## src/hdl/loht_pkg.sv

```systemverilog
`timescale 1ns / 1ps
// ---------------------------------------------------------------------------
// LRU open-handle tracker package
// Shared sizes, the cell link type and the cell shift selects.
// ---------------------------------------------------------------------------
package loht_pkg;

   localparam int EVICT_LIMIT = 128;
   localparam int ID_WIDTH    = 16;
   localparam int LIST_CAP    = EVICT_LIMIT + 1;
   localparam int CNT_WIDTH   = $clog2(LIST_CAP + 1);
   localparam int OCC_WIDTH   = 8;
   localparam int SCAN_LEVELS = $clog2(LIST_CAP);

   // Contents of one list position.
   typedef struct packed {
      logic                valid;
      logic [ID_WIDTH-1:0] id;
   } link_type;

   // What a cell loads on an update cycle.
   typedef enum logic [1:0] {
      CELL_HOLD      = 2'd0,
      CELL_FROM_PREV = 2'd1,
      CELL_FROM_NEXT = 2'd2
   } cell_sel_type;

   // Request kinds.
   localparam logic KIND_OPEN   = 1'b0;
   localparam logic KIND_REMOVE = 1'b1;

endpackage

```

## src/hdl/loht_scan.sv

```systemverilog
`timescale 1ns / 1ps
// ---------------------------------------------------------------------------
// LRU tracker hit scan
// Log-depth prefix and suffix OR over the registered hit vector.
// ---------------------------------------------------------------------------
module loht_scan (
   input  logic [loht_pkg::LIST_CAP-1:0] hits,
   output logic [loht_pkg::LIST_CAP-1:0] at_or_before,
   output logic [loht_pkg::LIST_CAP-1:0] at_or_after
);
   import loht_pkg::*;

   logic [LIST_CAP-1:0] pre_lvl [SCAN_LEVELS+1];
   logic [LIST_CAP-1:0] suf_lvl [SCAN_LEVELS+1];

   // Each level doubles the span; the elements of one level are independent.
   always_comb begin
      pre_lvl[0] = hits;
      suf_lvl[0] = hits;
      for (int l = 0; l < SCAN_LEVELS; l++) begin
         for (int i = 0; i < LIST_CAP; i++) begin
            if (i >= (1 << l)) begin
               pre_lvl[l+1][i] = pre_lvl[l][i] | pre_lvl[l][i - (1 << l)];
            end else begin
               pre_lvl[l+1][i] = pre_lvl[l][i];
            end
            if (i + (1 << l) < LIST_CAP) begin
               suf_lvl[l+1][i] = suf_lvl[l][i] | suf_lvl[l][i + (1 << l)];
            end else begin
               suf_lvl[l+1][i] = suf_lvl[l][i];
            end
         end
      end
   end

   assign at_or_before = pre_lvl[SCAN_LEVELS];
   assign at_or_after  = suf_lvl[SCAN_LEVELS];

endmodule

```

## config.mk

```make
export PLATFORM = sky130hd
export DESIGN_NAME = loht_scan
export DESIGN_NICKNAME = d
export VERILOG_FILES = /design/src/hdl/loht_pkg.sv /design/src/hdl/loht_scan.sv
export SDC_FILE = /design/constraint.sdc
export NUM_CORES = 1
export LEC_CHECK = 0
export BUFFER_PORTS_ARGS = -buffer_cell sky130_fd_sc_hd__buf_2
export CAP_MARGIN = 20
export CORE_AREA = 2 2 152 154
export DETAILED_ROUTE_END_ITERATION = 8
export DIE_AREA = 0 0 154 156
export GPL_ROUTABILITY_DRIVEN = 0
export PLACE_DENSITY = 0.46
export SYNTH_ARGS = -nofsm -noshare
export SYNTH_HDL_FRONTEND = slang
export SYNTH_SLANG_ARGS = --single-unit
```

## constraint.sdc

```tcl
create_clock -name vclk -period 5.8
set_input_delay 1.45 -clock vclk [all_inputs]
set_output_delay 1.45 -clock vclk [all_outputs]
set_load 0.005 [all_outputs]
```

[Word-level counts from Yosys, hierarchy flattened]
Cells that the tools add are included.
Storage, ports and cells
  register bits after elaboration: 0
  output and inout port bits: 258
Operators by class
  bitwise gates (word level): 898
Operator list (number)
  $or 1x1->1: 898

[Logic depth before layout (Yosys ltp)]
Gate-level depths: netlist of the first run.
  depth after elaboration: 8
  gate-level depth with buffers: 8

[Worst setup path after synthesis of the first run]
OpenSTA, ideal clock, no wires.
  path kind: input-to-output
  start point: input port hits[121] in the netlist's numbering
  end point: output port at_or_after[4] in the netlist's numbering
  arrival time: 3768 ps
  slack: 582 ps
  cell stages on the path: 7
  cells stage by stage: or4_1 > buf_2 > or4_4 > or4_4 > buf_6 > nor4_4 > nand4_1
Between the ends
  longest elaborated chain between the ends: 7
Ends and longest elaborated chain
  start: declaration: line loht_scan.sv:7  | input logic [loht_pkg::LIST_CAP-1:0] hits,
  $or 1x1->1 (7 in a row): line loht_scan.sv:28  | suf_lvl[l+1][i] = suf_lvl[l][i] | suf_lvl[l][i + (1 << l)];
  end: declaration: line loht_scan.sv:9  | output logic [loht_pkg::LIST_CAP-1:0] at_or_after
Every way passes these cells.

[Final worst setup path of the first run]
  start point: input port hits[15] in the netlist's numbering
  end point: output port at_or_before[121] in the netlist's numbering
Between the ends
  longest elaborated chain between the ends: 7
Ends and longest elaborated chain
  $or 1x1->1 (7 in a row): line loht_scan.sv:23  | pre_lvl[l+1][i] = pre_lvl[l][i] | pre_lvl[l][i - (1 << l)];
  end: declaration: line loht_scan.sv:8  | output logic [loht_pkg::LIST_CAP-1:0] at_or_before,
Every way passes these cells.

==> results of run 1 <==
==> critical path: cells and delay by family <==
kind | cells | cell delay (ns)
and+or+nand+nor | 5 | 2.45
buffers and inverters | 2 | 0.28
==> layout by cell type, fill, tap and decap left out <==
cell type	synthesis	final
buf_2	1	387
nand2_1	103	103
nor4_1	89	89
or4_1	65	65
buf_4	2	65
nor2_1	58	58
nand3_1	55	55
inv_1	47	47
or3_1	41	41
nand4_1	41	41
nor3_1	40	40
or2_2	22	22
and2_1	14	14
and3_1	12	12
nand2b_1	8	8
nor4b_1	6	6
nand3b_1	5	5
and4_1	4	4
nor3b_1	4	4
nor2b_1	4	4
diode_2	0	3
nor4_2	2	2
or4_4	2	2
or4b_1	2	2
and2_0	1	1
or4bb_1	1	1
nand4b_1	1	1
nor4b_2	1	1
nor3_2	2	1
and2b_1	1	1
or3b_2	1	1
nor4_4	1	1
nor3_4	0	1
==> report_power, final <==
group	leakage (nW)	total, mW	internal (mW)	switching [mW]
sequential	0	0	0	0
clock	0.0000190	0.0000000693	0.0000000693	0
combinational	1.87	0.161	0.0564	0.105
total	1.87	0.161	0.0564	0.105
==> kinds of logic (layout without fill, tap and decap cells) <==
group                  Yosys count  in the layout  synth area share [%]
AND/OR/NAND/NOR                586            586                  93.3
buffers and inverters           59            499                  6.65
other                            0              3                     0
==> layout make-up <==
| class | instances | area (um^2) | share of cell area [%] |
|---|---|---|---|
| tap | 285 | 357 | 5.65 |
| inverter | 47 | 176 | 2.80 |
| antenna | 3 | 7.51 | 0.119 |
| timing repair buffer | 452 | 2420 | 38.5 |
| multi-input combinational | 586 | 3340 | 53.0 |
==> worst paths after layout <==
check / slack [ns] / depth (start not counted) / endpoint / start
setup / recovery: 0.18 / 7 / at_or_before[121] / hits[15]
hold / removal: 3.14 / 2 / at_or_before[0] / hits[0]
==> per-stage QoR <==
step,setup WS [ns],hold WS (ns),std cells,area (um^2)
6_report,0.177,3.14,1373,6310
5_1_grt,0.0517,3.15,1373,6310
4_1_cts,0.127,3.13,1370,6290
3_5_place_dp,0.122,3.13,1370,6290
3_3_place_gp,0.178,3.13,1370,6290
2_1_floorplan,0.582,2.98,645,3570
==> what timing repair did <==
action / in CTS / in global routing
hold buffers: 0 / 0
setup endpoints to repair: 0 / 1
resized for setup: 0 / 1
==> metal layers <==
layer / vias to the layer above / track usage, %
met3: 44 / 4.69
met2: 407 / 39.3
met1: 3410 / 34.2
met4: 0 / 3.83
li1: 3404 / -
met5: - / 0
==> results.json, run 1 <==
{
  "status": "finished, final reports clean",
  "drt_iter0_drc": 873,
  "overflow": 0,
  "route.detailed.drc": 0,
  "grt_pass1_wl_um": 44700,
  "die_y_um": 156,
  "powerDensity_nw_per_um2": 25.5,
  "portBuffers": 387,
  "synth_most_common_cell": "nand2_1",
  "met2_wirelength_um": 14100,
  "grt_pass1_vias": 6833,
  "path_cells": "buf_2, or4_1, or4b_1, or4_1, nor3_4, nand4_1, buf_2",
  "chipWidth_um": 154,
  "grt_max_degree": 10,
  "slowest_delay_ns": 0.75,
  "holdCritPathClass": "primary input to primary output",
  "layout.nets": 1216,
  "synth_area_per_cell_um2": 5.54,
  "ff_latch_area_um2": 0,
  "mappedNetlistArea_um2": 3570,
  "cp-start-kind": "primary input",
  "synth_top_area_share_pct": 15.6,
  "drt-total-wl_um": 31700,
  "start_util_pct": 16.0,
  "final-hold-violation-count": 0,
  "area_growth_pct": 76.5,
  "synth-seq-area-share_pct": 0,
  "synth-warning-count": 0,
  "core_area_um2": 22400,
  "flops_and_latches": 0,
  "total_power_uw": 161,
  "cts_setup_buffers": 0,
  "min_period_ns": 5.62,
  "worst_pin_slew_ns": 0.750,
  "critPathSlowestCell": "or4_1",
  "peakVddDrop_mv": 0.0136,
  "grt_use_total_pct": 24.4,
  "ant_nets": 0,
  "antenna_found_initial": 4,
  "placementRows": 55,
  "rsz0062_at_grt": "no",
  "critPathKind": "primary input to primary output",
  "syn_inst": 645,
  "nFillCells": 2670,
  "clock_buffers": 0,
  "cap_viol_max_count": 0,
  "top_layer": "met4",
  "dp_hpwl_um": 28400,
  "worstPathMaxFanout": 5,
  "final_core_util_pct": 28.2,
  "tns_ns": 0,
  "synth.area.top_cells": "nor4_1 (16%), or4_1 (14%), nand2_1 (11%)",
  "finalSetupViolCount": 0,
  "die-area_um2": 24000,
  "vias_per_cell": 5.29,
  "p_leak_nw": 1.87,
  "fin_crit_sh_pct": 97.0,
  "yosysUniqueCellTypes": 33,
  "met3_length_um": 2660,
  "synth_fp_nets": 774,
  "wl_per_cell_um": 23.1,
  "ios": 387,
  "slew_headroom_pct": 49.6,
  "wl_met1_um": 14300,
  "cp.required_ns": 4.35,
  "synth_top_cell_by_area": "nor4_1",
  "yosys-top-cells-count": "nand2_1 (103), nor4_1 (89), or4_1 (65)",
  "via_count": 7265,
  "first_pass_iters": 6,
  "end_kind": "primary output",
  "cp_data_arrival_time_ns": 4.17,
  "slew_violations": 0,
  "fmax_ghz": 0.178,
  "drive_gt1_share_pct": 44.5
}
No activity file was read; power rests on OpenSTA's default activity.
==> run 2: changes to the inputs <==
--- a/config.mk
+++ b/config.mk
@@ -11,6 +11,7 @@
 export DETAILED_ROUTE_END_ITERATION = 8
 export DIE_AREA = 0 0 154 156
 export GPL_ROUTABILITY_DRIVEN = 0
+export MAX_ROUTING_LAYER = met4
 export PLACE_DENSITY = 0.46
 export SYNTH_ARGS = -nofsm -noshare
 export SYNTH_HDL_FRONTEND = slang
==> results.json, run 2 (same netlist as run 1, synthesis figures left out) <==
{
  "rsz0062_at_grt": "no",
  "final_cells": 1374,
  "first_pass_iters": 5,
  "tns_ns": 0,
  "total_power_uw": 160,
  "die_y_um": 156,
  "slew_headroom_pct": 50.7,
  "placementRows": 55,
  "ant_nets": 0,
  "status": "finished, final reports clean",
  "overflow": 0,
  "dp_cells": 1370,
  "slowest_delay_ns": 0.75,
  "flops_and_latches": 0,
  "p_leak_nw": 1.87,
  "fmax_ghz": 0.178,
  "ios": 387,
  "placed_area_um2": 6290,
  "antenna_found_initial": 4,
  "slew_violations": 0,
  "worstPathMaxFanout": 5,
  "drt_iter0_drc": 858,
  "critPathSlowestCell": "or4_1",
  "cap_viol_max_count": 0,
  "drt-total-wl_um": 31600,
  "whs_path_depth": 2,
  "dp_hpwl_um": 28400,
  "min_period_ns": 5.63,
  "layout.nets": 1216,
  "crit_buf_inv": 2,
  "grt_max_degree": 10,
  "critPathKind": "primary input to primary output",
  "fin_crit_sh_pct": 97.1,
  "ctsHoldBuffers": 0,
  "area_growth_pct": 76.6,
  "path_cells": "buf_2, or4_1, or4b_1, or4_1, nor3_4, nand4_1, buf_2",
  "hold_path.startpoint": "hits[0]",
  "holdPathEnd": "at_or_before[0]",
  "final_common_cell": "buf_2",
  "cts_setup_buffers": 0,
  "end_kind": "primary output",
  "ctsResizeCount": 0,
  "portBuffers": 387,
  "final_core_util_pct": 28.2,
  "grt_use_total_pct": 25.0,
  "finalSetupViolCount": 0,
  "layout_common_cells": "buf_2 (387), nand2_1 (103), nor4_1 (89), or4_1 (65), buf_4 (65)",
  "route.detailed.drc": 0,
  "holdCritPathClass": "primary input to primary output",
  "fin_area_um2": 6310,
  "core_area_um2": 22400,
  "worst_pin_slew_ns": 0.733,
  "via_count": 7332,
  "cp-start-kind": "primary input",
  "cp.required_ns": 4.35,
  "cp_data_arrival_time_ns": 4.18,
  "powerDensity_nw_per_um2": 25.4,
  "peakVddDrop_mv": 0.0134,
  "ff_latch_area_um2": 0,
  "start_util_pct": 16.0,
  "die-area_um2": 24000,
  "drive_gt1_share_pct": 44.5,
  "grt_pass1_wl_um": 44600,
  "clock_buffers": 0,
  "wl_per_cell_um": 23.0,
  "crit_family": "simple AND/OR/NAND/NOR gates",
  "chipWidth_um": 154,
  "grt_pass1_vias": 6842,
  "vias_per_cell": 5.34,
  "final-hold-violation-count": 0
}
run 2: cell types whose count changed in the layout (fill, tap and decap cells not counted), sizes merged:
cell,before,now
diode,3,4
run 2: layer usage:
metal / global-route usage, % / vias up / part of all wire [%]
met5: - / - / 0
met4: 4.27 / 0 / 2.1
met3: 4.64 / 52 / 8.5
met2: 39.1 / 434 / 45
met1: 34.0 / 3443 / 45
li1: - / 3403 / -
run 2: area by class of cell:
type | count | area (um^2)
Antenna cell | 4 | 10.0
Fill cell | 2668 | 16100
Inverter | 47 | 176
Multi-Input combinational cell | 586 | 3340
Tap cell | 285 | 357
Timing Repair Buffer | 452 | 2420
run 2: power breakdown:
part / internal, mW / switching (mW)
Sequential: 0 / 0
Combinational: 0.0564 / 0.104
Clock: 0.0000000692 / 0
Total: 0.0564 / 0.104
run 2: worst max-delay path by stage:
| stage | cells past startpoint | start | slack [ns] | endpoint |
|---|---|---|---|---|
| after floorplan | 7 | hits[121] | 0.58 | at_or_after[4] |
| after global placement | 7 | hits[15] | 0.18 | at_or_before[121] |
| after detailed placement | 7 | hits[15] | 0.12 | at_or_before[121] |
| after CTS | 7 | hits[15] | 0.13 | at_or_before[121] |
| after global routing | 7 | hits[15] | 0.05 | at_or_before[121] |
| final | 7 | hits[15] | 0.17 | at_or_before[121] |
run 2: stage by stage:
| stage | hold slack, ns | worst slack [ns] |
|---|---|---|
| 6_report | 3.14 | 0.167 |
| 5_1_grt | 3.15 | 0.0517 |
| 4_1_cts | 3.13 | 0.127 |
| 3_5_place_dp | 3.13 | 0.122 |
| 3_3_place_gp | 3.13 | 0.178 |
| 2_1_floorplan | 2.98 | 0.582 |
==> run 3: changes to the inputs <==
--- a/config.mk
+++ b/config.mk
@@ -5,14 +5,15 @@
 export SDC_FILE = /design/constraint.sdc
 export NUM_CORES = 1
 export LEC_CHECK = 0
+export ABC_AREA = 1
 export BUFFER_PORTS_ARGS = -buffer_cell sky130_fd_sc_hd__buf_2
 export CAP_MARGIN = 20
-export CORE_AREA = 2 2 152 154
+export CORE_AREA = 2 2 148 150
 export DETAILED_ROUTE_END_ITERATION = 8
-export DIE_AREA = 0 0 154 156
+export DIE_AREA = 0 0 150 152
 export GPL_ROUTABILITY_DRIVEN = 0
 export MAX_ROUTING_LAYER = met4
-export PLACE_DENSITY = 0.46
+export PLACE_DENSITY = 0.55
 export SYNTH_ARGS = -nofsm -noshare
 export SYNTH_HDL_FRONTEND = slang
 export SYNTH_SLANG_ARGS = --single-unit
==> results.json, run 3 <==
{
  "rsz0062_at_grt": "no",
  "ctsHoldBuffers": 0,
  "syn_inst": 1198,
  "dp_hpwl_um": 28100,
  "critPathSlowestCell": "nor2_2",
  "drt-total-wl_um": 30000,
  "fin_crit_sh_pct": 79.3,
  "synth.area.top_cells": "nand2_1 (33%), nor2_1 (28%), inv_1 (22%)",
  "grtUsageMet1_pct": 30.5,
  "end_kind": "primary output",
  "grt_use_total_pct": 25.4,
  "cp.required_ns": 4.35,
  "cp_data_arrival_time_ns": 3.15,
  "cts_setup_buffers": 0,
  "path_cells": "buf_2, nor2_2, nand2_2, inv_2, nand2_1, nor2_2, nand2_1, nor2_1, nand2_1, buf_2",
  "synth-seq-area-share_pct": 0,
  "synth_top_cell_by_area": "nand2_1",
  "grt_max_degree": 7,
  "peakVddDrop_mv": 0.0123,
  "whs_path_depth": 2,
  "flops_and_latches": 0,
  "yosys-top-cells-count": "nand2_1 (425), nor2_1 (359), inv_1 (290)",
  "holdCritPathClass": "primary input to primary output",
  "final-hold-violation-count": 0,
  "global_route.usage.met2_pct": 46.6,
  "drive_gt1_share_pct": 29.7,
  "wl_per_cell_um": 16.1,
  "clock_buffers": 0,
  "use_met3_pct": 2.46,
  "core_area_um2": 21400,
  "ios": 387,
  "final_common_cell": "nand2_1",
  "synth-warning-count": 0,
  "first_pass_iters": 5,
  "critPathKind": "primary input to primary output",
  "slowest_delay_ns": 0.27,
  "via_count": 8221,
  "chipWidth_um": 150,
  "status": "finished, final reports clean",
  "placementRows": 54,
  "crit_top_cell": "nand2_1",
  "vias_per_cell": 4.40,
  "synth_most_common_cell": "nand2_1",
  "ctsResizeCount": 0,
  "grt_pass1_wl_um": 43100,
  "min_period_ns": 4.60,
  "cp-start-kind": "primary input",
  "synth_area_per_cell_um2": 4.07,
  "die-area_um2": 22800,
  "powerDensity_nw_per_um2": 23.2,
  "mappedNetlistArea_um2": 4880,
  "slew_violations": 0,
  "worst_pin_slew_ns": 0.482,
  "layout.nets": 1714,
  "area_growth_pct": 46.8,
  "layout_common_cells": "nand2_1 (425), buf_2 (387), nor2_1 (359), inv_1 (290), nand3_1 (34)",
  "ff_latch_area_um2": 0,
  "overflow": 0,
  "start_util_pct": 22.8,
  "die_y_um": 152,
  "total_power_uw": 166,
  "antenna_found_initial": 4,
  "busiest_layer": "met2",
  "synth_top_area_share_pct": 32.7,
  "p_leak_nw": 3.20,
  "grt_pass1_vias": 7733,
  "finalSetupViolCount": 0,
  "final_core_util_pct": 33.5,
  "synth_fp_nets": 1327,
  "drt_iter0_drc": 564,
  "worstPathMaxFanout": 5,
  "nFillCells": 2632,
  "yosysUniqueCellTypes": 16,
  "route.detailed.drc": 0,
  "cap_viol_max_count": 0,
  "ant_nets": 0,
  "portBuffers": 387,
  "tns_ns": 0,
  "slew_headroom_pct": 67.7,
  "fmax_ghz": 0.217
}
-- run 3: changes by cell type in the layout (fill, tap and decap cells not counted), moves of 22 or more --
cell | previous run | this run
nand2_1 | 103 | 425
nor2_1 | 58 | 359
inv_1 | 47 | 290
nor4_1 | 89 | 0
buf_4 | 65 | 0
or4_1 | 65 | 0
or3_1 | 41 | 0
nor3_1 | 40 | 0
nand4_1 | 41 | 3
nor2_2 | 0 | 29
or2_2 | 22 | 0
-- run 3: kinds of logic after synthesis --
family	share of synthesized area, %
AND/OR/NAND/NOR	76.5
buffers and inverters	23.5
-- run 3: cell type report --
cell class | instances | area, um^2 | share of cell area, %
antenna | 4 | 10.0 | 0.140
inverter | 301 | 1130 | 15.8
multi-input combinational | 895 | 3730 | 52.1
tap | 280 | 350 | 4.89
timing repair buffer | 387 | 1940 | 27.1
-- run 3: routing by layer --
| metal | vias to the layer above | share of wire [%] |
|---|---|---|
| met5 | - | 0 |
| met1 | 3661 | 40 |
| met4 | 0 | 1.6 |
| met2 | 385 | 51 |
| met3 | 33 | 7.5 |
| li1 | 4142 | - |
-- run 3: worst max-delay path, delay by kind of cell --
family	cells	cell delay, ns
buf+inv	3	0.36
simple gates	7	1.34
-- run 3: final timing paths --
path,endpoint,startpoint,slack [ns]
max,at_or_after[4],hits[128],1.20
min,at_or_after[128],hits[128],3.16
-- run 3: power breakdown --
group / leakage [nW] / internal, mW / switching, mW
registers: 0 / 0 / 0
clock network: 0.0000254 / 0.0000000922 / 0
logic: 3.20 / 0.0588 / 0.107
total: 3.20 / 0.0588 / 0.107
-- run 3: through the flow --
stage | cells | hold WS (ns) | setup WS, ns | instance area (um^2)
after floorplan | 1198 | 2.98 | 2.04 | 4880
after global placement | 1863 | 3.16 | 1.24 | 7150
after detailed placement | 1863 | 3.17 | 1.25 | 7150
after CTS | 1863 | 3.17 | 1.24 | 7150
after global routing | 1867 | 3.17 | 1.08 | 7160
final | 1867 | 3.16 | 1.20 | 7160
