$ cat src/hdl/loht_pkg.sv
`timescale 1ns / 1ps
// ---------------------------------------------------------------------------
// LRU open-handle tracker package
// Shared sizes, the cell link type and the cell shift selects.
// ---------------------------------------------------------------------------
package loht_pkg;

   localparam int EVICT_LIMIT = 128;
   localparam int ID_WIDTH    = 16;
   localparam int LIST_CAP    = EVICT_LIMIT + 1;
   localparam int CNT_WIDTH   = $clog2(LIST_CAP + 1);
   localparam int OCC_WIDTH   = 8;
   localparam int SCAN_LEVELS = $clog2(LIST_CAP);

   // Contents of one list position.
   typedef struct packed {
      logic                valid;
      logic [ID_WIDTH-1:0] id;
   } link_type;

   // What a cell loads on an update cycle.
   typedef enum logic [1:0] {
      CELL_HOLD      = 2'd0,
      CELL_FROM_PREV = 2'd1,
      CELL_FROM_NEXT = 2'd2
   } cell_sel_type;

   // Request kinds.
   localparam logic KIND_OPEN   = 1'b0;
   localparam logic KIND_REMOVE = 1'b1;

endpackage

$ cat src/hdl/loht_cell.sv
`timescale 1ns / 1ps
// ---------------------------------------------------------------------------
// LRU tracker cell
// Holds one list position, compares it against the key and loads from
// either neighbor when told to.
// ---------------------------------------------------------------------------
module loht_cell (
   input  logic                          clock,
   input  logic                          reset,
   input  loht_pkg::link_type            prev_link,
   input  loht_pkg::link_type            next_link,
   input  loht_pkg::cell_sel_type        sel,
   input  logic [loht_pkg::ID_WIDTH-1:0] key,
   output loht_pkg::link_type            link,
   output logic                          hit
);
   import loht_pkg::*;

   logic                valid_ff;
   logic                valid_in;
   logic [ID_WIDTH-1:0] id_ff;
   logic [ID_WIDTH-1:0] id_in;

   always_comb begin
      valid_in = valid_ff;
      id_in    = id_ff;
      case (sel)
         CELL_FROM_PREV: begin
            valid_in = prev_link.valid;
            id_in    = prev_link.id;
         end
         CELL_FROM_NEXT: begin
            valid_in = next_link.valid;
            id_in    = next_link.id;
         end
         default: begin
            valid_in = valid_ff;
            id_in    = id_ff;
         end
      endcase
   end

   always_ff @(posedge clock) begin
      if (reset) begin
         valid_ff <= 1'b0;
      end else begin
         valid_ff <= valid_in;
      end
   end

   // The id needs no reset; it is only looked at while valid is set.
   always_ff @(posedge clock) begin
      id_ff <= id_in;
   end

   assign link.valid = valid_ff;
   assign link.id    = id_ff;
   assign hit        = valid_ff && (id_ff == key);

endmodule

$ cat config.mk
export PLATFORM = sky130hd
export DESIGN_NAME = loht_cell
export DESIGN_NICKNAME = d
export VERILOG_FILES = /design/src/hdl/loht_pkg.sv /design/src/hdl/loht_cell.sv
export SDC_FILE = /design/constraint.sdc
export NUM_CORES = 1
export LEC_CHECK = 0
export ABC_AREA = 1
export BUFFER_PORTS_ARGS = -buffer_cell sky130_fd_sc_hd__buf_2
export CORE_MARGIN = 2
export CORE_UTILIZATION = 44
export DETAILED_ROUTE_END_ITERATION = 16
export PLACE_DENSITY = 0.92
export SETUP_SLACK_MARGIN = 0.2
export SLEW_MARGIN = 25
export SYNTH_ARGS = -nofsm -noshare
export SYNTH_HDL_FRONTEND = slang
export SYNTH_SLANG_ARGS = --single-unit
$ cat constraint.sdc
create_clock -name clock -period 3.1 [get_ports clock]
set_input_delay 0.31 -clock clock [delete_from_list [all_inputs] [get_ports clock]]
set_output_delay 0.31 -clock clock [all_outputs]
set_load 0.005 [all_outputs]
# After elaboration in Yosys (flattened, before gate mapping)
# Cells that the tools add are included.
# totals
input_bits	54
regBits	17
# op_classes
n_mux	2
n_eq_ne	3
n_reduce_logical	2
# ops
op	count
$pmux 16 s2	1
$eq 16x16->1	1
$eq 2x1->1 const B	1
$eq 2x2->1 const B	1
$pmux 1 s2	1
$reduce_bool 2->1	1
$logic_and 1x1->1	1

# Longest topological paths before layout
# Gate-level depths: netlist (run 1).
# logic_depth
word_depth	2
ltp_mapped	8
ltp_nobuf	8

# Least setup slack after synthesis (run 1)
# No wires, ideal clock.
# synth_path
kind	input to register
start	input port sel[0]
end	register id_ff[0] (enable)
path_stages	3
arrival_time_ns	0.996
t_required_ns	2.733
setup_ns	0.367
n_path_buf	0
path_slack_ns	1.737
path_cell_list	inv_1 ha_1 inv_1
# synth_between
elab_chain_len	2
# synth_lines
element	line_no	source
from (decl)	loht_cell.sv:12	input loht_pkg::cell_sel_type sel,
$eq 2x2->1 or $eq 2x1->1 (tied branches)	loht_cell.sv:27	case (sel)
$reduce_bool 2->1 (no source line) (*)	-	
to (signal assigned)	loht_cell.sv:53	id_ff <= id_in;
to (decl)	loht_cell.sv:21	logic [ID_WIDTH-1:0] id_ff;
# Every way passes the cells marked *; elsewhere a longest branch is shown, timed or not.
# A chain may end at the register's enable or synchronous reset.

# Worst setup path after layout (run 1)
# layout_path
start	register id_ff[14]
end	output port hit
# layout_between
elab_chain_len	2
# layout_lines
element	line_no	source
$eq 16x16->1	loht_cell.sv:58	assign hit = valid_ff && (id_ff == key);
$logic_and 1x1->1	loht_cell.sv:58	
to (decl)	loht_cell.sv:15	output logic hit
# Every way passes these cells.

==> flow_metrics.env, run 1 <==
export IMPL_slowest_delay_ns=0.43
export IMPL_yosys_register_bits=17
export IMPL_diodes=0
export IMPL_critPathKind="register to output pin"
export IMPL_power_mw=0.5928
export IMPL_clk_latency_ns=0.29
export IMPL_nFillCells=179
export IMPL_yosysWarnings=0
export IMPL_rrSetupSlack_ns=2.42
export IMPL_drt_iter0_markers=12
export IMPL_rows=17
export IMPL_worst_slew_pin_slew_ns=0.9434
export IMPL_place_congestion=0.7996
export IMPL_cp_max_fo=2
export IMPL_arrival_ns=1.39
export IMPL_cp_slowest_cell="edfxtp_1"
export IMPL_ys_async_sr_fraction_pct=0
export IMPL_cts_buffers=3
export IMPL_hold_viol=0
export IMPL_r2r_cells=4
export IMPL_routedWlPerCell_um=11.45
export IMPL_htree_levels=1
export IMPL_r2r_start="valid_ff"
export IMPL_synth_top_area_cell="edfxtp_1"
export IMPL_synth_area_top_cells="edfxtp_1, mux2_4, nand2_1"
export IMPL_die_width_um=53.66
export IMPL_cts_tree="built"
export IMPL_hp_class="input port to register"
export IMPL_hold_end="valid_ff"
export IMPL_synth_most_common_cell="nand2_1"
export IMPL_final_util_pct=64.65
export IMPL_grt_start_max_net_pins=18
export IMPL_vias=966
export IMPL_die_h_um=53.66
export IMPL_root_buffer="clkbuf_4"
export IMPL_synth_nets=168
export IMPL_nets=241
export IMPL_r2r_end="valid_ff"
export IMPL_cap_violations=0
export IMPL_relSlewSlack_pct=37.10
export IMPL_grt_pass1_vias=880
export IMPL_setup_tns_ns=0
export IMPL_start_util_pct=47.66
export IMPL_yosysSeqAreaShare_pct=46.14
export IMPL_status="completed"
export IMPL_ys_flop_type="edfxtp_1"
export IMPL_required_ns=2.79
export IMPL_drc=0
export IMPL_syn_area_per_cell_sq_um=9.600
export IMPL_rsz0062_at_grt="no"
export IMPL_synth_cell_types=16
export IMPL_synth_top_cell_area_share_pct=44.29
export IMPL_place_hpwl_um=2079
export IMPL_drive_above_1_share_pct=49.73
export IMPL_syn_to_final_growth_pct=35.64
export IMPL_min_from="reset"
export IMPL_port_buffers=71
export IMPL_dieArea_sq_um=2879
export IMPL_cts_sinks=17
export IMPL_ioPinCount=72
export IMPL_power_density_nw_per_um2=402.9
export IMPL_core_area_sq_um=2276
export IMPL_clkTransAtPathRegs_ns=0.10
export IMPL_cts_buffer_depth=2
export IMPL_fin_crit_ns=1.696
export IMPL_ctsResizeCount=0
export IMPL_cp_start_kind="register"
export IMPL_clock_skew_ns=0
export IMPL_period_share_pct=54.73
export IMPL_cts_setup_buffers=0
export IMPL_grt_overflow_total=0
export IMPL_synth_edff_count=16
export IMPL_crit_chain="xor2_1, nor3_1, nand2_1, nor2_1, buf_2"
export IMPL_end_kind="output pin"
export IMPL_track_usage_pct=18.57
export IMPL_cts_hold_buf=0
export IMPL_fmaxAchievable_mhz=589.5
export IMPL_ant_nets=0
export IMPL_grt_pass1_wl_um=3601
export IMPL_leakage_nw=0.8128
export IMPL_drv_slew=0
export IMPL_vdd_drop_max_mv=0.3196
export IMPL_synth_common_cells="nand2_1, inv_1, edfxtp_1"
export IMPL_viasPerCell=4.535
export IMPL_worstHoldPathCells=4
export IMPL_synthCells=113
export IMPL_drt_wl_total_um=2438
export IMPL_antenna_found_initial=0
export IMPL_finalSetupViolations=0
export IMPL_netlist_area_sq_um=1085
export IMPL_dr_pass1_iters=4
power breakdown:
group | internal, mW | switching (mW)
clock | 0.0500 | 0.0679
combinational | 0.0886 | 0.0746
sequential | 0.291 | 0.0207
total | 0.430 | 0.163
sequential cells by signal, indices dropped and copies added, names as in the netlist:
| register | cells |
|---|---|
| id_ff | 16 |
| valid_ff | 1 |
worst max-delay path by stage:
stage / start / to / slack (ns) / cells after the start
2_1_floorplan: sel[0] / id_ff[0] / 1.74 / 3
3_3_place_gp: sel[0] / id_ff[15] / 1.22 / 4
3_5_place_dp: sel[0] / id_ff[2] / 1.17 / 4
4_1_cts: id_ff[14] / hit / 1.39 / 5
5_1_grt: id_ff[0] / hit / 1.28 / 8
6_report: id_ff[14] / hit / 1.40 / 5
through the flow:
stage,hold slack [ns],setup WS (ns),std cells,instance area [sq um]
after floorplan,0.4564,1.737,113,1085
after global placement,0.5449,1.219,209,1445
final,0.2388,1.404,213,1471
after CTS,0.2344,1.389,213,1471
after detailed placement,0.5527,1.174,209,1445
after global routing,0.2625,1.279,213,1471
worst max-delay path: cells and delay by family (launching register included):
family                 cells  cell delay, ns
XOR/XNOR                   1            0.16
AND/OR/NAND/NOR            3            0.40
flip-flops                 1            0.43
buffers and inverters      1            0.11
final cells by class:
class                           instances  area [sq um]  share of cell area (%)
Clock buffer                            4         26.28                   1.786
Inverter                               22         82.58                   5.612
Multi-Input combinational cell         71         471.7                   32.06
Sequential cell                        17         500.5                   34.01
Tap cell                               28         35.03                   2.381
Timing Repair Buffer                   71         355.3                   24.15
metal layers:
layer	global-route usage [%]	part of all wire, %
met3	8.611	11
met1	17.05	34
met4	8.974	1.2
met5	0	0
met2	34.16	54
kinds of logic after synthesis:
kind of cell / count (synthesis) / share of synthesized area (%)
buf+inv: 25 / 10.38
simple gates: 44 / 15.45
compound gates: 7 / 3.806
mux: 17 / 21.45
fa+ha+maj: 1 / 1.153
xor+xnor: 2 / 1.615
flops: 17 / 46.14
placed cells by master, fill, tap and decap left out, drive strengths merged:
cell type and instances:
buf 71, clkbuf 4, dfxtp 1, edfxtp 16, ha 1, inv 22
mux2 17, nand2 30, nand3 1, nor2 12, nor3 1, o21ai 5
o22ai 2, xor2 2
Note: power is estimated with default switching activity, not from simulation.
==> run 2: changes to the inputs <==
Settings changed: CORE_UTILIZATION 44 to 41, PLACE_DENSITY 0.92 to 0.87.
Clock period 3.1 ns to 1.77 ns, I/O delays scaled along.
==> flow_metrics.env, run 2 (synthesized netlist as in run 1, its figures left out) <==
export IMPL_power_density_nw_per_um2=697.1
export IMPL_grt_pass1_wl_um=4195
export IMPL_multiInputGateArea_sq_um=481.7
export IMPL_drv_slew=0
export IMPL_end_kind="output pin"
export IMPL_nets=246
export IMPL_track_usage_pct=17.87
export IMPL_relSlewSlack_pct=83.88
export IMPL_grt_pass1_vias=988
export IMPL_htree_levels=1
export IMPL_port_buffers=71
export IMPL_grt_start_max_net_pins=14
export IMPL_clkTransAtPathRegs_ns=0.09
export IMPL_ant_nets=0
export IMPL_status="completed"
export IMPL_period_share_pct=89.27
export IMPL_finalSetupViolations=0
export IMPL_start_util_pct=43.39
export IMPL_diodes=0
export IMPL_layout_common_cells="buf_2, nand2_1, inv_1"
export IMPL_drt_wl_total_um=2555
export IMPL_die_width_um=55.44
export IMPL_arrival_ns=1.40
export IMPL_fmaxAchievable_mhz=632.9
export IMPL_hold_viol=0
export IMPL_setup_tns_ns=0
export IMPL_reg_top3="id_ff (16), valid_ff (1)"
export IMPL_root_buffer="clkbuf_4"
export IMPL_required_ns=1.59
export IMPL_vias=1032
export IMPL_largest_reg_flops=16
export IMPL_cts_hold_buf=0
export IMPL_rsz0062_at_grt="yes"
export IMPL_slowest_delay_ns=0.43
export IMPL_dr_pass1_iters=4
export IMPL_rows=18
export IMPL_path_buf_inv=1
export IMPL_drt_iter0_markers=8
export IMPL_place_hpwl_um=2180
export IMPL_critPathKind="register to output pin"
export IMPL_cts_tree="built"
export IMPL_cp_slowest_cell="edfxtp_1"
export IMPL_cp_max_fo=2
export IMPL_routedWlPerCell_um=11.61
export IMPL_drive_above_1_share_pct=52.63
export IMPL_power_mw=1.069
export IMPL_top_register="id_ff"
export IMPL_cts_sinks=17
export IMPL_leakage_nw=0.8433
export IMPL_grt_overflow_total=0
export IMPL_fin_crit_ns=1.580
export IMPL_vdd_drop_max_mv=0.6423
export IMPL_cp_start_kind="register"
export IMPL_crit_chain="xor2_1, nor3_2, nand2_1, nor2_1, buf_2"
export IMPL_drc=0
export IMPL_path_delay_family="flip-flops"
export IMPL_antenna_found_initial=0
export IMPL_hp_class="input port to register"
export IMPL_nFillCells=211
export IMPL_clk_latency_ns=0.30
export IMPL_cts_buffer_depth=2
export IMPL_cts_buffers=3
export IMPL_place_congestion=0.8042
export IMPL_ioPinCount=72
export IMPL_viasPerCell=4.691
export IMPL_seqCellArea_sq_um=500.5
export IMPL_final_common_cell="buf_2"
export IMPL_die_h_um=55.44
export IMPL_dieArea_sq_um=3073
export IMPL_cap_violations=0
export IMPL_core_area_sq_um=2500
export IMPL_clock_skew_ns=0
export IMPL_worst_slew_pin_slew_ns=0.2416
export IMPL_syn_to_final_growth_pct=41.41
-- run 2: final cells by class --
| cell class | count | area share, % |
|---|---|---|
| multi-input combinational | 71 | 31.40 |
| inverter | 22 | 5.383 |
| clock buffer | 4 | 1.713 |
| tap | 30 | 2.447 |
| sequential | 17 | 32.63 |
| timing repair buffer | 76 | 26.43 |
-- run 2: through the flow --
step           utilization, %  std cells  cell area (sq um)  hold slack (ns)  setup WS, ns
2_1_floorplan               -        113               1085           0.3234        0.5397
3_3_place_gp            59.31        214               1483           0.4174        0.4608
3_5_place_dp            59.31        214               1483           0.4299        0.4259
4_1_cts                 60.56        218               1514           0.1057        0.2045
5_1_grt                 61.36        220               1534           0.1146        0.1059
6_report                61.36        220               1534           0.1077        0.1900
-- run 2: worst register-to-register path, cell delays in order, from the launching register on --
cell and delay, ns:
dfxtp_1 0.37, nor2_1 0.06, nor2_1 0.10, o21ai_2 0.06
inv_1 0.05
-- run 2: final timing paths --
kind | slack [ns] | from | depth (start not counted) | end
worst max register to register | 1.08 | valid_ff | 4 | valid_ff
worst min register to register | 0.60 | valid_ff | 4 | valid_ff
worst max-delay path | 0.19 | id_ff[4] | 5 | hit
worst min-delay path | 0.11 | reset | 4 | valid_ff
-- run 2: metal layers --
metal,track usage [%],part of all wire [%]
met5,0,0
met4,11.15,3.3
met3,3.747,6.2
met2,34.52,55
met1,16.64,35
-- run 2: repair_timing --
item | in CTS | in global routing
pin swaps | 1 | 8
endpoints found under the setup margin | 1 | 1
setup buffers | 0 | 2
gates resized for setup | 1 | 3
cloned | 0 | 0
-- run 2: power breakdown --
group | internal (mW) | switching, mW
clock network | 0.0879 | 0.120
logic | 0.174 | 0.141
registers | 0.509 | 0.0373
==> run 3: changes to the inputs <==
Settings changed: REMOVE_ABC_BUFFERS from default to 1.
==> flow_metrics.env, run 3 (synthesized netlist as in run 1, its figures left out) <==
export IMPL_cts_sinks=17
export IMPL_layout_common_cells="buf_2, nand2_1, inv_1"
export IMPL_dr_pass1_iters=3
export IMPL_htree_levels=1
export IMPL_grt_overflow_total=0
export IMPL_fin_crit_ns=1.520
export IMPL_globalRouteMet3Util_pct=3.747
export IMPL_fmaxAchievable_mhz=658.1
export IMPL_drv_slew=0
export IMPL_grt_pass1_vias=992
export IMPL_relSlewSlack_pct=84.62
export IMPL_path_buf_inv=1
export IMPL_vias=998
export IMPL_cts_tree="built"
export IMPL_top_register="id_ff"
export IMPL_met1_usage_pct=15.57
export IMPL_hold_viol=0
export IMPL_drt_wl_total_um=2488
export IMPL_syn_to_final_growth_pct=39.56
export IMPL_drt_iter0_markers=11
export IMPL_cap_violations=0
export IMPL_place_congestion=0.8188
export IMPL_clk_latency_ns=0.29
export IMPL_root_buffer="clkbuf_4"
export IMPL_largest_reg_flops=16
export IMPL_required_ns=1.59
export IMPL_path_delay_family="flip-flops"
export IMPL_setup_tns_ns=0
export IMPL_die_width_um=55.44
export IMPL_routedWlPerCell_um=11.41
export IMPL_seqCellArea_sq_um=500.5
export IMPL_reg_top3="id_ff (16), valid_ff (1)"
export IMPL_clock_skew_ns=0
export IMPL_grt_pass1_wl_um=3815
export IMPL_period_share_pct=85.85
export IMPL_vdd_drop_max_mv=0.5397
export IMPL_ioPinCount=72
export IMPL_hp_class="input port to register"
export IMPL_place_hpwl_um=2138
export IMPL_arrival_ns=1.34
export IMPL_grt_busiest_layer="met2"
export IMPL_diodes=0
export IMPL_track_usage_pct=15.99
export IMPL_critPathKind="register to output pin"
export IMPL_slowest_delay_ns=0.41
export IMPL_leakage_nw=0.8326
export IMPL_cts_setup_buffers=0
export IMPL_rows=18
export IMPL_drive_above_1_share_pct=51.06
export IMPL_cp_slowest_cell="edfxtp_1"
export IMPL_final_util_pct=60.56
export IMPL_nFillCells=231
export IMPL_use_met2_pct=30.61
export IMPL_rsz0062_at_grt="yes"
export IMPL_drc=0
export IMPL_ant_nets=0
export IMPL_power_density_nw_per_um2=694.0
export IMPL_worst_slew_pin_slew_ns=0.2283
export IMPL_end_kind="output pin"
export IMPL_cp_start_kind="register"
export IMPL_nets=244
export IMPL_crit_chain="xor2_1, nor3_2, nand2_1, nor2_1, buf_2"
export IMPL_status="completed"
export IMPL_cp_max_fo=2
export IMPL_die_h_um=55.44
export IMPL_final_common_cell="buf_2"
export IMPL_start_util_pct=43.39
export IMPL_grt_start_max_net_pins=17
export IMPL_cts_buffers=3
export IMPL_multiInputGateArea_sq_um=476.7
export IMPL_viasPerCell=4.578
export IMPL_finalSetupViolations=0
export IMPL_clkTransAtPathRegs_ns=0.09
export IMPL_antenna_found_initial=0
export IMPL_port_buffers=71
export IMPL_core_area_sq_um=2500
export IMPL_cts_buffer_depth=2
export IMPL_cts_hold_buf=0
export IMPL_dieArea_sq_um=3073
## run 3: changes by cell type in the layout (fill, tap and decap cells not counted), sizes merged
| cell | before | now |
|---|---|---|
| buf | 76 | 74 |
## run 3: stage by stage
step           cells  hold slack (ns)  instance area, sq um  setup slack (ns)  power (mW)
2_1_floorplan    110           0.3234                  1055            0.2573      0.6995
3_3_place_gp     214           0.4144                  1483            0.4528      0.8445
3_5_place_dp     214           0.4152                  1483            0.4137      0.8558
4_1_cts          218          0.09971                  1514            0.2362       1.057
5_1_grt          218           0.1248                  1514            0.1122       1.107
6_report         218          0.09971                  1514            0.2504       1.051
## run 3: layout make-up
cell class | count | share of cell area [%]
clock buffers | 4 | 1.736
inverters | 22 | 5.455
multi-input cells | 71 | 31.49
flip-flops and latches | 17 | 33.06
well taps | 30 | 2.479
repair buffers | 74 | 25.79
## run 3: worst reg2reg max path, stage by stage (launching register included)
cell     delay, ns
dfxtp_1       0.38
nor2_1        0.07
nor2_1        0.11
o21ai_2       0.06
inv_1         0.04
## run 3: metal layers
metal | vias to the layer above | wire length [um]
met5 | - | 0
met4 | 0 | 58
met3 | 5 | 184
met2 | 42 | 1315
met1 | 441 | 930
li1 | 510 | -
## run 3: worst paths after layout
check | endpoint | slack, ns | cells past startpoint | start
worst max-delay path | hit | 0.25 | 5 | id_ff[4]
worst min register to register | valid_ff | 0.62 | 4 | valid_ff
worst min-delay path | valid_ff | 0.1 | 4 | reset
worst max register to register | valid_ff | 1.07 | 4 | valid_ff
## run 3: repair_timing
action	in CTS	in global routing
hold endpoints to repair	0	0
gates resized for setup	1	1
setup endpoints to repair	1	1
pin swaps	1	6
## run 3: power breakdown
group / switching [mW] / leakage [nW] / total, mW / internal (mW)
logic: 0.135 / 0.653 / 0.300 / 0.165
registers: 0.0379 / 0.165 / 0.547 / 0.509
clock network: 0.116 / 0.0150 / 0.204 / 0.0878
